### src/hdl/assert_macros.svh
// ---------------------------------------------------------------------------
// Assertion macros
// Clocked concurrent assertion helpers shared by the RTL.
// ---------------------------------------------------------------------------
`ifndef ASSERT_MACROS_SVH
`define ASSERT_MACROS_SVH

// Check a property at every rising edge, off while reset is high.
`define ASSERT_CLK(label, clk, rst, prop, msg) \
  label: assert property (@(posedge clk) disable iff (rst) (prop)) else $error(msg);

// Check an implication at every rising edge, off while reset is high.
`define ASSERT_IMPLY(label, clk, rst, ante, cons, msg) \
  label: assert property (@(posedge clk) disable iff (rst) (ante) |-> (cons)) else $error(msg);

`endif

### src/hdl/mexp_pkg.sv
// ---------------------------------------------------------------------------
// Modular exponentiation package
// Shared constants, register indexes and unit status type.
// ---------------------------------------------------------------------------
package mexp_pkg;

  localparam int DEFAULT_WIDTH = 32;
  localparam int CFG_INDEX_BITS = 2;

  localparam logic [CFG_INDEX_BITS-1:0] REG_EXPONENT = 2'd0;
  localparam logic [CFG_INDEX_BITS-1:0] REG_MODULUS  = 2'd1;

  localparam logic [63:0] EXPONENT_RESET = 64'd65537;
  localparam logic [63:0] MODULUS_RESET  = 64'd3233;

  typedef struct packed {
    logic busy;
    logic done;
  } mexp_stat_t;

endpackage

### src/hdl/mexp_modmul.sv
// ---------------------------------------------------------------------------
// Bit-serial modular multiplier
// Computes x * y mod m one multiplier bit per cycle, most significant first,
// with the reduction folded into every step. Needs x < m.
// ---------------------------------------------------------------------------
module mexp_modmul import mexp_pkg::*; #(
  parameter int WIDTH = DEFAULT_WIDTH
) (
  input  logic             clk,
  input  logic             rst,
  input  logic             start,
  input  logic [WIDTH-1:0] x,
  input  logic [WIDTH-1:0] y,
  input  logic [WIDTH-1:0] m,
  output logic [WIDTH-1:0] product,
  output mexp_stat_t       stat
);

  localparam int CW = (WIDTH > 1) ? $clog2(WIDTH) : 1;

  logic [WIDTH-1:0] acc;
  logic [WIDTH-1:0] x_reg;
  logic [WIDTH-1:0] y_reg;
  logic [WIDTH-1:0] m_reg;
  logic [CW-1:0]    cnt;
  logic             busy;
  logic             done;

  logic [WIDTH+1:0] sum;
  logic [WIDTH+1:0] m1;
  logic [WIDTH+1:0] m2;
  logic [WIDTH+1:0] red;
  logic [WIDTH-1:0] acc_next;

  // 2*acc + bit*x stays below 3m: subtract 0, m or 2m
  always_comb begin
    sum = {1'b0, acc, 1'b0} + {2'b00, (y_reg[WIDTH-1] ? x_reg : '0)};
    m1  = {2'b00, m_reg};
    m2  = {1'b0, m_reg, 1'b0};
    if (sum >= m2) begin
      red = sum - m2;
    end else if (sum >= m1) begin
      red = sum - m1;
    end else begin
      red = sum;
    end
    acc_next = red[WIDTH-1:0];
  end

  always_ff @(posedge clk) begin
    if (rst) begin
      busy <= 1'b0;
      done <= 1'b0;
    end else begin
      done <= 1'b0;
      if (start) begin
        busy <= 1'b1;
      end else if (busy && cnt == '0) begin
        busy <= 1'b0;
        done <= 1'b1;
      end
    end
  end

  always_ff @(posedge clk) begin
    if (start) begin
      acc   <= '0;
      x_reg <= x;
      y_reg <= y;
      m_reg <= m;
      cnt   <= CW'(WIDTH - 1);
    end else if (busy) begin
      acc   <= acc_next;
      y_reg <= {y_reg[WIDTH-2:0], 1'b0};
      cnt   <= cnt - 1'b1;
    end
  end

  assign product   = acc;
  assign stat.busy = busy;
  assign stat.done = done;

endmodule

### src/hdl/modular_exponentiation_core.sv
// ---------------------------------------------------------------------------
// Modular exponentiation core
// Raises each base word to the configured exponent modulo the configured
// modulus by right-to-left square-and-multiply on one shared multiplier.
// ---------------------------------------------------------------------------
//  channel | handshake             | payload
//  --------+-----------------------+------------------------------
//  cfg     | cfg_write             | cfg_index, cfg_data
//  in      | in_valid / in_ready   | base
//  out     | out_valid / out_ready | power
//
//  Each product holds the bit-serial multiplier, then ST_BIT picks the next
//  step. A word costs one reduction, one square per exponent bit below the
//  top set bit and one multiply per set bit: at most 2*WIDTH products. A zero
//  modulus skips the multiplier and goes straight to ST_FINISH. in_ready is
//  high only in idle; a finished word waits in the output register while the
//  next is taken. Sync reset.
// ---------------------------------------------------------------------------
`include "assert_macros.svh"

module modular_exponentiation_core import mexp_pkg::*; #(
  parameter int WIDTH = DEFAULT_WIDTH
) (
  input  logic                      clk,
  input  logic                      rst,
  input  logic                      cfg_write,
  input  logic [CFG_INDEX_BITS-1:0] cfg_index,
  input  logic [WIDTH-1:0]          cfg_data,
  input  logic                      in_valid,
  output logic                      in_ready,
  input  logic [WIDTH-1:0]          base,
  output logic                      out_valid,
  input  logic                      out_ready,
  output logic [WIDTH-1:0]          power
);

  typedef enum logic [2:0] {
    ST_IDLE,
    ST_REDUCE,
    ST_BIT,
    ST_MUL,
    ST_SQR,
    ST_FINISH
  } state_t;

  state_t           state;
  logic [WIDTH-1:0] exponent;
  logic [WIDTH-1:0] modulus;
  logic [WIDTH-1:0] e_sh;
  logic [WIDTH-1:0] res;
  logic [WIDTH-1:0] sq;
  logic             mul_start;
  logic [WIDTH-1:0] mul_x;
  logic [WIDTH-1:0] mul_y;
  logic [WIDTH-1:0] product;
  mexp_stat_t       mul_stat;
  logic [WIDTH-1:0] one_m;
  logic             mod_set;
  logic             mul_wait;
  logic             ops_below;

  assign one_m     = (modulus == WIDTH'(1)) ? '0 : WIDTH'(1);
  assign in_ready  = (state == ST_IDLE);
  assign mod_set   = (modulus != '0);
  assign mul_wait  = state inside {ST_REDUCE, ST_MUL, ST_SQR};
  assign ops_below = (res < modulus) && (sq < modulus);

  mexp_modmul #(.WIDTH(WIDTH)) u_modmul (
    .clk     (clk),
    .rst     (rst),
    .start   (mul_start),
    .x       (mul_x),
    .y       (mul_y),
    .m       (modulus),
    .product (product),
    .stat    (mul_stat)
  );

  always_ff @(posedge clk) begin
    if (rst) begin
      exponent <= EXPONENT_RESET[WIDTH-1:0];
      modulus  <= MODULUS_RESET[WIDTH-1:0];
    end else if (cfg_write) begin
      case (cfg_index)
        REG_EXPONENT: exponent <= cfg_data;
        REG_MODULUS:  modulus  <= cfg_data;
        default:      ;
      endcase
    end
  end

  always_ff @(posedge clk) begin
    if (rst) begin
      state     <= ST_IDLE;
      out_valid <= 1'b0;
      mul_start <= 1'b0;
    end else begin
      if (state == ST_FINISH && (!out_valid || out_ready)) begin
        power     <= res;
        out_valid <= 1'b1;
      end else if (out_valid && out_ready) begin
        out_valid <= 1'b0;
      end
      case (state)
        ST_IDLE: begin
          mul_start <= in_valid && mod_set;
          if (in_valid) begin
            if (modulus == '0) begin
              res   <= '0;
              state <= ST_FINISH;
            end else begin
              res   <= one_m;
              e_sh  <= exponent;
              mul_x <= one_m;
              mul_y <= base;
              state <= ST_REDUCE;
            end
          end
        end
        ST_REDUCE: begin
          mul_start <= 1'b0;
          if (mul_stat.done) begin
            sq    <= product;
            state <= ST_BIT;
          end
        end
        ST_BIT: begin
          mul_start <= (e_sh != '0);
          if (e_sh == '0) begin
            state <= ST_FINISH;
          end else if (e_sh[0]) begin
            mul_x <= res;
            mul_y <= sq;
            state <= ST_MUL;
          end else begin
            mul_x <= sq;
            mul_y <= sq;
            state <= ST_SQR;
          end
        end
        ST_MUL: begin
          mul_start <= 1'b0;
          if (mul_stat.done) begin
            res     <= product;
            e_sh[0] <= 1'b0;
            state   <= ST_BIT;
          end
        end
        ST_SQR: begin
          mul_start <= 1'b0;
          if (mul_stat.done) begin
            sq    <= product;
            e_sh  <= {1'b0, e_sh[WIDTH-1:1]};
            state <= ST_BIT;
          end
        end
        ST_FINISH: begin
          mul_start <= 1'b0;
          if (!out_valid || out_ready) begin
            state <= ST_IDLE;
          end
        end
        default: begin
          mul_start <= 1'b0;
          state     <= ST_IDLE;
        end
      endcase
    end
  end

  `ASSERT_IMPLY(a_power_reduced, clk, rst, out_valid && mod_set, power < modulus, "unreduced power")
  `ASSERT_IMPLY(a_mul_busy_in_wait, clk, rst, mul_stat.busy, mul_wait, "busy outside wait")
  `ASSERT_IMPLY(a_out_from_finish, clk, rst, $rose(out_valid), $past(state == ST_FINISH), "bad load")
  `ASSERT_IMPLY(a_res_reduced, clk, rst, state == ST_BIT && mod_set, ops_below, "unreduced")

endmodule
### config.mk
export PLATFORM = sky130hd
export DESIGN_NAME = modular_exponentiation_core
export DESIGN_NICKNAME = d
export VERILOG_FILES = /design/src/hdl/mexp_pkg.sv /design/src/hdl/mexp_modmul.sv /design/src/hdl/modular_exponentiation_core.sv
export VERILOG_INCLUDE_DIRS = /design/src /design/src/hdl
export SDC_FILE = /design/constraint.sdc
export NUM_CORES = 1
export LEC_CHECK = 0
export BUFFER_PORTS_ARGS = -buffer_cell sky130_fd_sc_hd__buf_4
export CAP_MARGIN = 5
export CORE_ASPECT_RATIO = 0.5
export CORE_MARGIN = 2
export CORE_UTILIZATION = 40
export DETAILED_ROUTE_END_ITERATION = 10
export GPL_ROUTABILITY_DRIVEN = 0
export HOLD_SLACK_MARGIN = 0.06
export PLACE_DENSITY = 0.59
export SLEW_MARGIN = 5
export SYNTH_ARGS = -nofsm -noshare
export SYNTH_HDL_FRONTEND = slang
export SYNTH_HIERARCHICAL = 1
export SYNTH_SLANG_ARGS = --single-unit
### constraint.sdc
create_clock -name clk -period 14.11 [get_ports clk]
set_input_delay 0 -clock clk [delete_from_list [all_inputs] [get_ports clk]]
set_output_delay 0 -clock clk [all_outputs]
set_load 0.05 [all_outputs]
* After elaboration in Yosys (flattened, before gate mapping)
Cells that the tools add are included.
** Operators by class
- Muxes and demuxes :: 38
- Equal/unequal tests :: 14
- Add/subtract/negate cells :: 4
- Reduce and logical (&&, ||, !) cells :: 32
- Bitwise gates (word level) :: 1
- $lt $le $gt $ge :: 2
** Operators by type and width (number)
- $mux 32 :: 17
- $pmux 32 s2 :: 3
- $logic_not 32->1 :: 2
- $reduce_bool 32->1 :: 2
- $sub 32x32->32 :: 2
- $pmux 31 s2 :: 1
- $add 33x32->34 :: 1
- $ge 34x32->1 :: 1
- $ge 34x33->1 :: 1
- $eq 32x1->1 const B :: 1
- $mux 3 :: 6
- $pmux 3 s4 :: 1
- $reduce_bool 2->1 :: 6
- $reduce_and 5->1 :: 2
- $mux 1 :: 8
- $ne 2x1->1 const B :: 4
- $eq 3x2->1 const B :: 2
- $eq 3x3->1 const B :: 2
- $ne 2x2->1 const B :: 3
- $reduce_and 2->1 :: 3
- $reduce_and 3->1 :: 2
- $reduce_and 6->1 :: 1
- $logic_not 5->1 :: 1
- $sub 5x1->5 const B :: 1
- 14 further kinds :: 18
** Storage, ports and cells
- Input bits :: 71
- Register bits after elaboration :: 396
- Word-level logic and storage cells :: 110

* Longest topological paths before layout
- Depth after elaboration :: 5
- Gate-level depth with buffers :: 25
- Depth with buffers taken out :: 23

* Modules after synthesis
The synthesis kept the hierarchy.
** Modules (own cells, without submodules)
- mexp_modmul :: seq. area each 3663.5 um^2, area an instance 10451.3 um^2, times used 1, cells an instance 1119
- modular_exponentiation_core :: seq. area each 7146.9 um^2, area an instance 10003.3 um^2, times used 1, cells an instance 735

* Worst setup path after synthesis
OpenSTA, ideal clock, no wires.
- Path kind :: register -> register
- Start point :: register state[0]
- End point :: register mul_x[0] (enable)
- Clock period less this slack :: 11750 ps
- Stages on the path, launching flop included :: 6
- Slack :: 2360 ps
- Arrival time :: 10923 ps
- Library setup time :: 827 ps
- Cell sequence :: dfxtp_1 buf_2 nor3_1 nand2b_1 nor3_2 a2111oi_0
** On the way
- Word-level cells in the longest chain between the ends :: 3
- Elaborated cells on any way between the ends :: 7
** RTL lines
- start: declaration :: RTL line modular_exponentiation_core.sv:46 : state_t state;
- start signal: assignment :: RTL line modular_exponentiation_core.sv:94 : state <= ST_IDLE;
- start signal: assignment :: RTL line modular_exponentiation_core.sv:110 : state <= ST_FINISH;
- start signal: assignment :: RTL line modular_exponentiation_core.sv:116 : state <= ST_REDUCE;
- $logic_not 3->1 *
- named net in_ready :: RTL line modular_exponentiation_core.sv:30 : output logic in_ready,
- $ne 2x2->1 (no line) / $reduce_bool 2->1 (equally long branches)
- $reduce_and 5->1 (no line) *
- end signal: assignment :: RTL line modular_exponentiation_core.sv:114 : mul_x <= one_m;
- end signal: assignment :: RTL line modular_exponentiation_core.sv:132 : mul_x <= res;
- end signal: assignment :: RTL line modular_exponentiation_core.sv:136 : mul_x <= sq;
- end: declaration :: RTL line modular_exponentiation_core.sv:53 : logic [WIDTH-1:0] mul_x;
The timed path passes the listed nets; every way through them passes the cells marked *.
A chain may end at the register's enable or synchronous reset.

* Worst setup path in the final report
- Start point :: register u_modmul.y_reg[31]
- End point :: register u_modmul.acc[31], in the netlist u_modmul/product[31]
** On the way
- Word-level cells in the longest chain between the ends :: 5
- Elaborated cells on any way between the ends :: 8
** RTL lines
- start: declaration :: RTL line mexp_modmul.sv:23 : logic [WIDTH-1:0] y_reg;
- start signal: assignment :: RTL line mexp_modmul.sv:69 : y_reg <= y;
- start signal: assignment :: RTL line mexp_modmul.sv:74 : y_reg <= {y_reg[WIDTH-2:0], 1'b0};
- $mux 32 * :: RTL line mexp_modmul.sv:37 : sum = {1'b0, acc, 1'b0} + {2'b00, (y_reg[WIDTH-1] ? x_reg : '0)};
- $add 33x32->34 * :: RTL line mexp_modmul.sv:37
- $sub 32x32->32 / $ge 34x32->1 (equally long branches) :: RTL line mexp_modmul.sv:43, mexp_modmul.sv:42
- $mux 32 :: RTL line mexp_modmul.sv:42 : end else if (sum >= m1) begin
- $mux 32 * :: RTL line mexp_modmul.sv:40 : if (sum >= m2) begin
- end signal: assignment :: RTL line mexp_modmul.sv:73 : acc <= acc_next;
- end: declaration :: RTL line mexp_modmul.sv:21 : logic [WIDTH-1:0] acc;
Every way passes the cells marked *; elsewhere a longest branch is shown, timed or not.

==> results.py <==
metrics = {
    "setup_path": {
        "required_ns": 14.58,
        "start_kind": "flip-flop",
        "critPathTopFamily": "compound AO/OA/AOI/OAI gates",
        "critPathMaxFanout": 32,
        "cp_cell_sequence": "and2_1 -> ha_1 -> inv_1 -> fa_1 -> nor2b_1 -> o31a_1 -> a31o_2 -> a211oi_2 -> nor2_1 -> a21oi_1 -> a31oi_1 -> xor2_1 -> ha_1 -> a21o_1 -> a21o_1 -> a21oi_1 -> o21ai_0 -> o21ai_0 -> a21oi_1 -> o21ai_2 -> buf_4 -> nand3_2 -> or3b_1 -> a41oi_1",
        "slowest_delay_ns": 0.93,
        "critPathKind": "flip-flop to flip-flop",
        "cp-end-kind": "flip-flop",
        "critical_path_arrival_ns": 7.04,
        "slowest_stage": "edfxtp_1",
        "crit_buf_inv": 2,
        "cpMostUsedCell": "a21oi_1",
    },
    "clocking": {
        "cts_tree": "yes",
        "clkSinkCount": 396,
        "clock_path_buffers": 3,
        "clk_latency_ns": 0.55,
        "cts_inserted_buffers": 39,
        "cts-root-buf": "clkbuf_16",
        "post_cts_resized": 0,
        "htree_levels": 2,
        "clk_pin_slew_ns": 0.07,
    },
    "min_path": {
        "hold_path_class": "input pin to flip-flop",
    },
    "grt": {
        "grt_usage_pct": 20.2,
        "gr-total-overflow": 0,
        "antenna_found_initial": 0,
        "grt_pass1_wl_um": 82600,
        "grt_pass1_vias": 14000,
        "grt_max_degree": 70,
    },
    "sta": {
        "slew_headroom_pct": 17.8,
        "finalCritPeriodShare_pct": 46.5,
        "tns_ns": 0,
        "hold_viol": 0,
        "worst_slew_pin_slew_ns": 1.23,
        "slew_viol_final": 0,
        "max_freq_mhz": 152,
        "setup_viol": 0,
        "finClkSkew_ns": 0.0146,
        "min_period_ns": 6.57,
        "rsz0062_at_grt": "no",
    },
    "pwr": {
        "power.density_nw_per_um2": 191,
        "cellLeakagePower_nw": 9.26,
        "power_mw": 4.59,
        "vdd_ir_drop_max_mv": 0.0926,
    },
    "synth": {
        "yosysWarnings": 6,
        "syn_inst": 1853,
        "syn_avg_cell_area_um2": 11.0,
        "syn-num-nets": 2023,
        "netlist_area_um2": 20400,
    },
    "route": {
        "dr.pass1.iters": 5,
        "wirelength_um": 54000,
        "dr_total_vias": 14800,
        "drc": 0,
        "drt-vias-per-instance": 5.40,
        "first_iter_violations": 1288,
        "detail-route-antenna-nets": 0,
        "post_drt_wl_per_cell_um": 19.7,
    },
    "die": {
        "core_area_um2": 50400,
        "die_h_um": 164,
        "dieArea_um2": 53100,
        "ioPinCount": 105,
        "rows": 58,
        "die_w_um": 324,
        "start_util_pct": 40.6,
    },
    "cells_and_area": {
        "drive_gt1_share_pct": 12.5,
        "seq_area_um2": 10800,
        "fill_cells": 4619,
        "nets": 2192,
        "final_core_util_pct": 47.7,
        "diodes": 0,
        "multi_input_area_um2": 9060,
        "area.growth.synth_to_final_pct": 17.4,
    },
    "place": {
        "port_buffers": 104,
        "dp_hpwl_um": 37100,
    },
    "job": {
        "maxCapViolations": 0,
    },
    "outcome": {
        "status": "finished clean",
    },
}
-- layer usage --
metal  global-route usage [%]  wire (µm)  vias to the layer above
met5                        0          0                        -
met4                     4.10        905                        0
met2                     29.7      22500                      428
li1                         -          -                     7203
met1                     31.2      27600                     7095
met3                     3.22       2990                       68
-- final cells by class --
type | instances | area share (%)
flip-flops and latches | 396 | 45.0
clock buffers | 44 | 4.23
well taps | 690 | 3.60
multi-input cells | 1312 | 37.7
inverters | 67 | 1.05
repair buffers | 206 | 7.31
clock inverters | 24 | 1.05
-- timing repair --
action,in CTS,in global routing
hold buffers,83,0
setup endpoints to repair,0,0
buffers inserted,0,0
endpoints found under the hold margin,102,0
-- power by group --
part | internal [mW] | switching (mW) | leakage [nW]
Sequential | 1.34 | 0.0926 | 3.58
Combinational | 0.811 | 1.29 | 5.07
Clock | 0.596 | 0.457 | 0.615
-- path summary, 6_finish.rpt --
check / cells after the start / slack [ns] / from / to
hold reg to reg: 0 / 0.42 / mul_x[31]$_SDFFCE_PN0P_ / u_modmul/x_reg[31]$_DFFE_PP_
setup reg to reg: 24 / 7.54 / u_modmul/y_reg[31]$_DFFE_PP_ / u_modmul/product[31]$_SDFFE_PP0P_
setup / recovery: 24 / 7.54 / u_modmul/y_reg[31]$_DFFE_PP_ / u_modmul/product[31]$_SDFFE_PP0P_
hold / removal: 5 / 0.08 / cfg_write / modulus[1]$_SDFFE_PP0P_
-- worst min-delay path: stages --
cell and delay [ns]:
buf_4 0.09, nand3b_1 0.07, buf_4 0.24, nand2_1 0.11
a21oi_1 0.05
-- metrics by stage --
step / hold slack (ns) / cell area, µm² / std cells / setup WS [ns]
finish: 0.0778 / 24000 / 2739 / 7.54
global route: 0.112 / 24000 / 2739 / 7.04
CTS: 0.0686 / 24000 / 2739 / 7.60
detailed placement: 0.249 / 21900 / 2588 / 7.64
global placement: 0.233 / 21900 / 2588 / 7.73
floorplan: 0.0724 / 20400 / 1853 / 2.36
-- cells in the final DEF, fill, tap and decap left out, drive strengths merged, types with 20 or more instances in the layout --
master / instances
xnor2: 51
nand4: 20
nor3: 25
inv: 68
dfxtp: 108
nand3: 22
nor2: 107
nor4: 25
nand2: 211
a31oi: 21
mux2i: 38
and2: 65
a21o: 43
edfxtp: 288
clkbuf: 44
nand2b: 20
xor2: 28
o21ai: 92
ha: 96
dlygate4sd3: 83
buf: 123
a21oi: 156
mux2: 94
a211oi: 22
No activity file was read; power rests on OpenSTA's default activity.
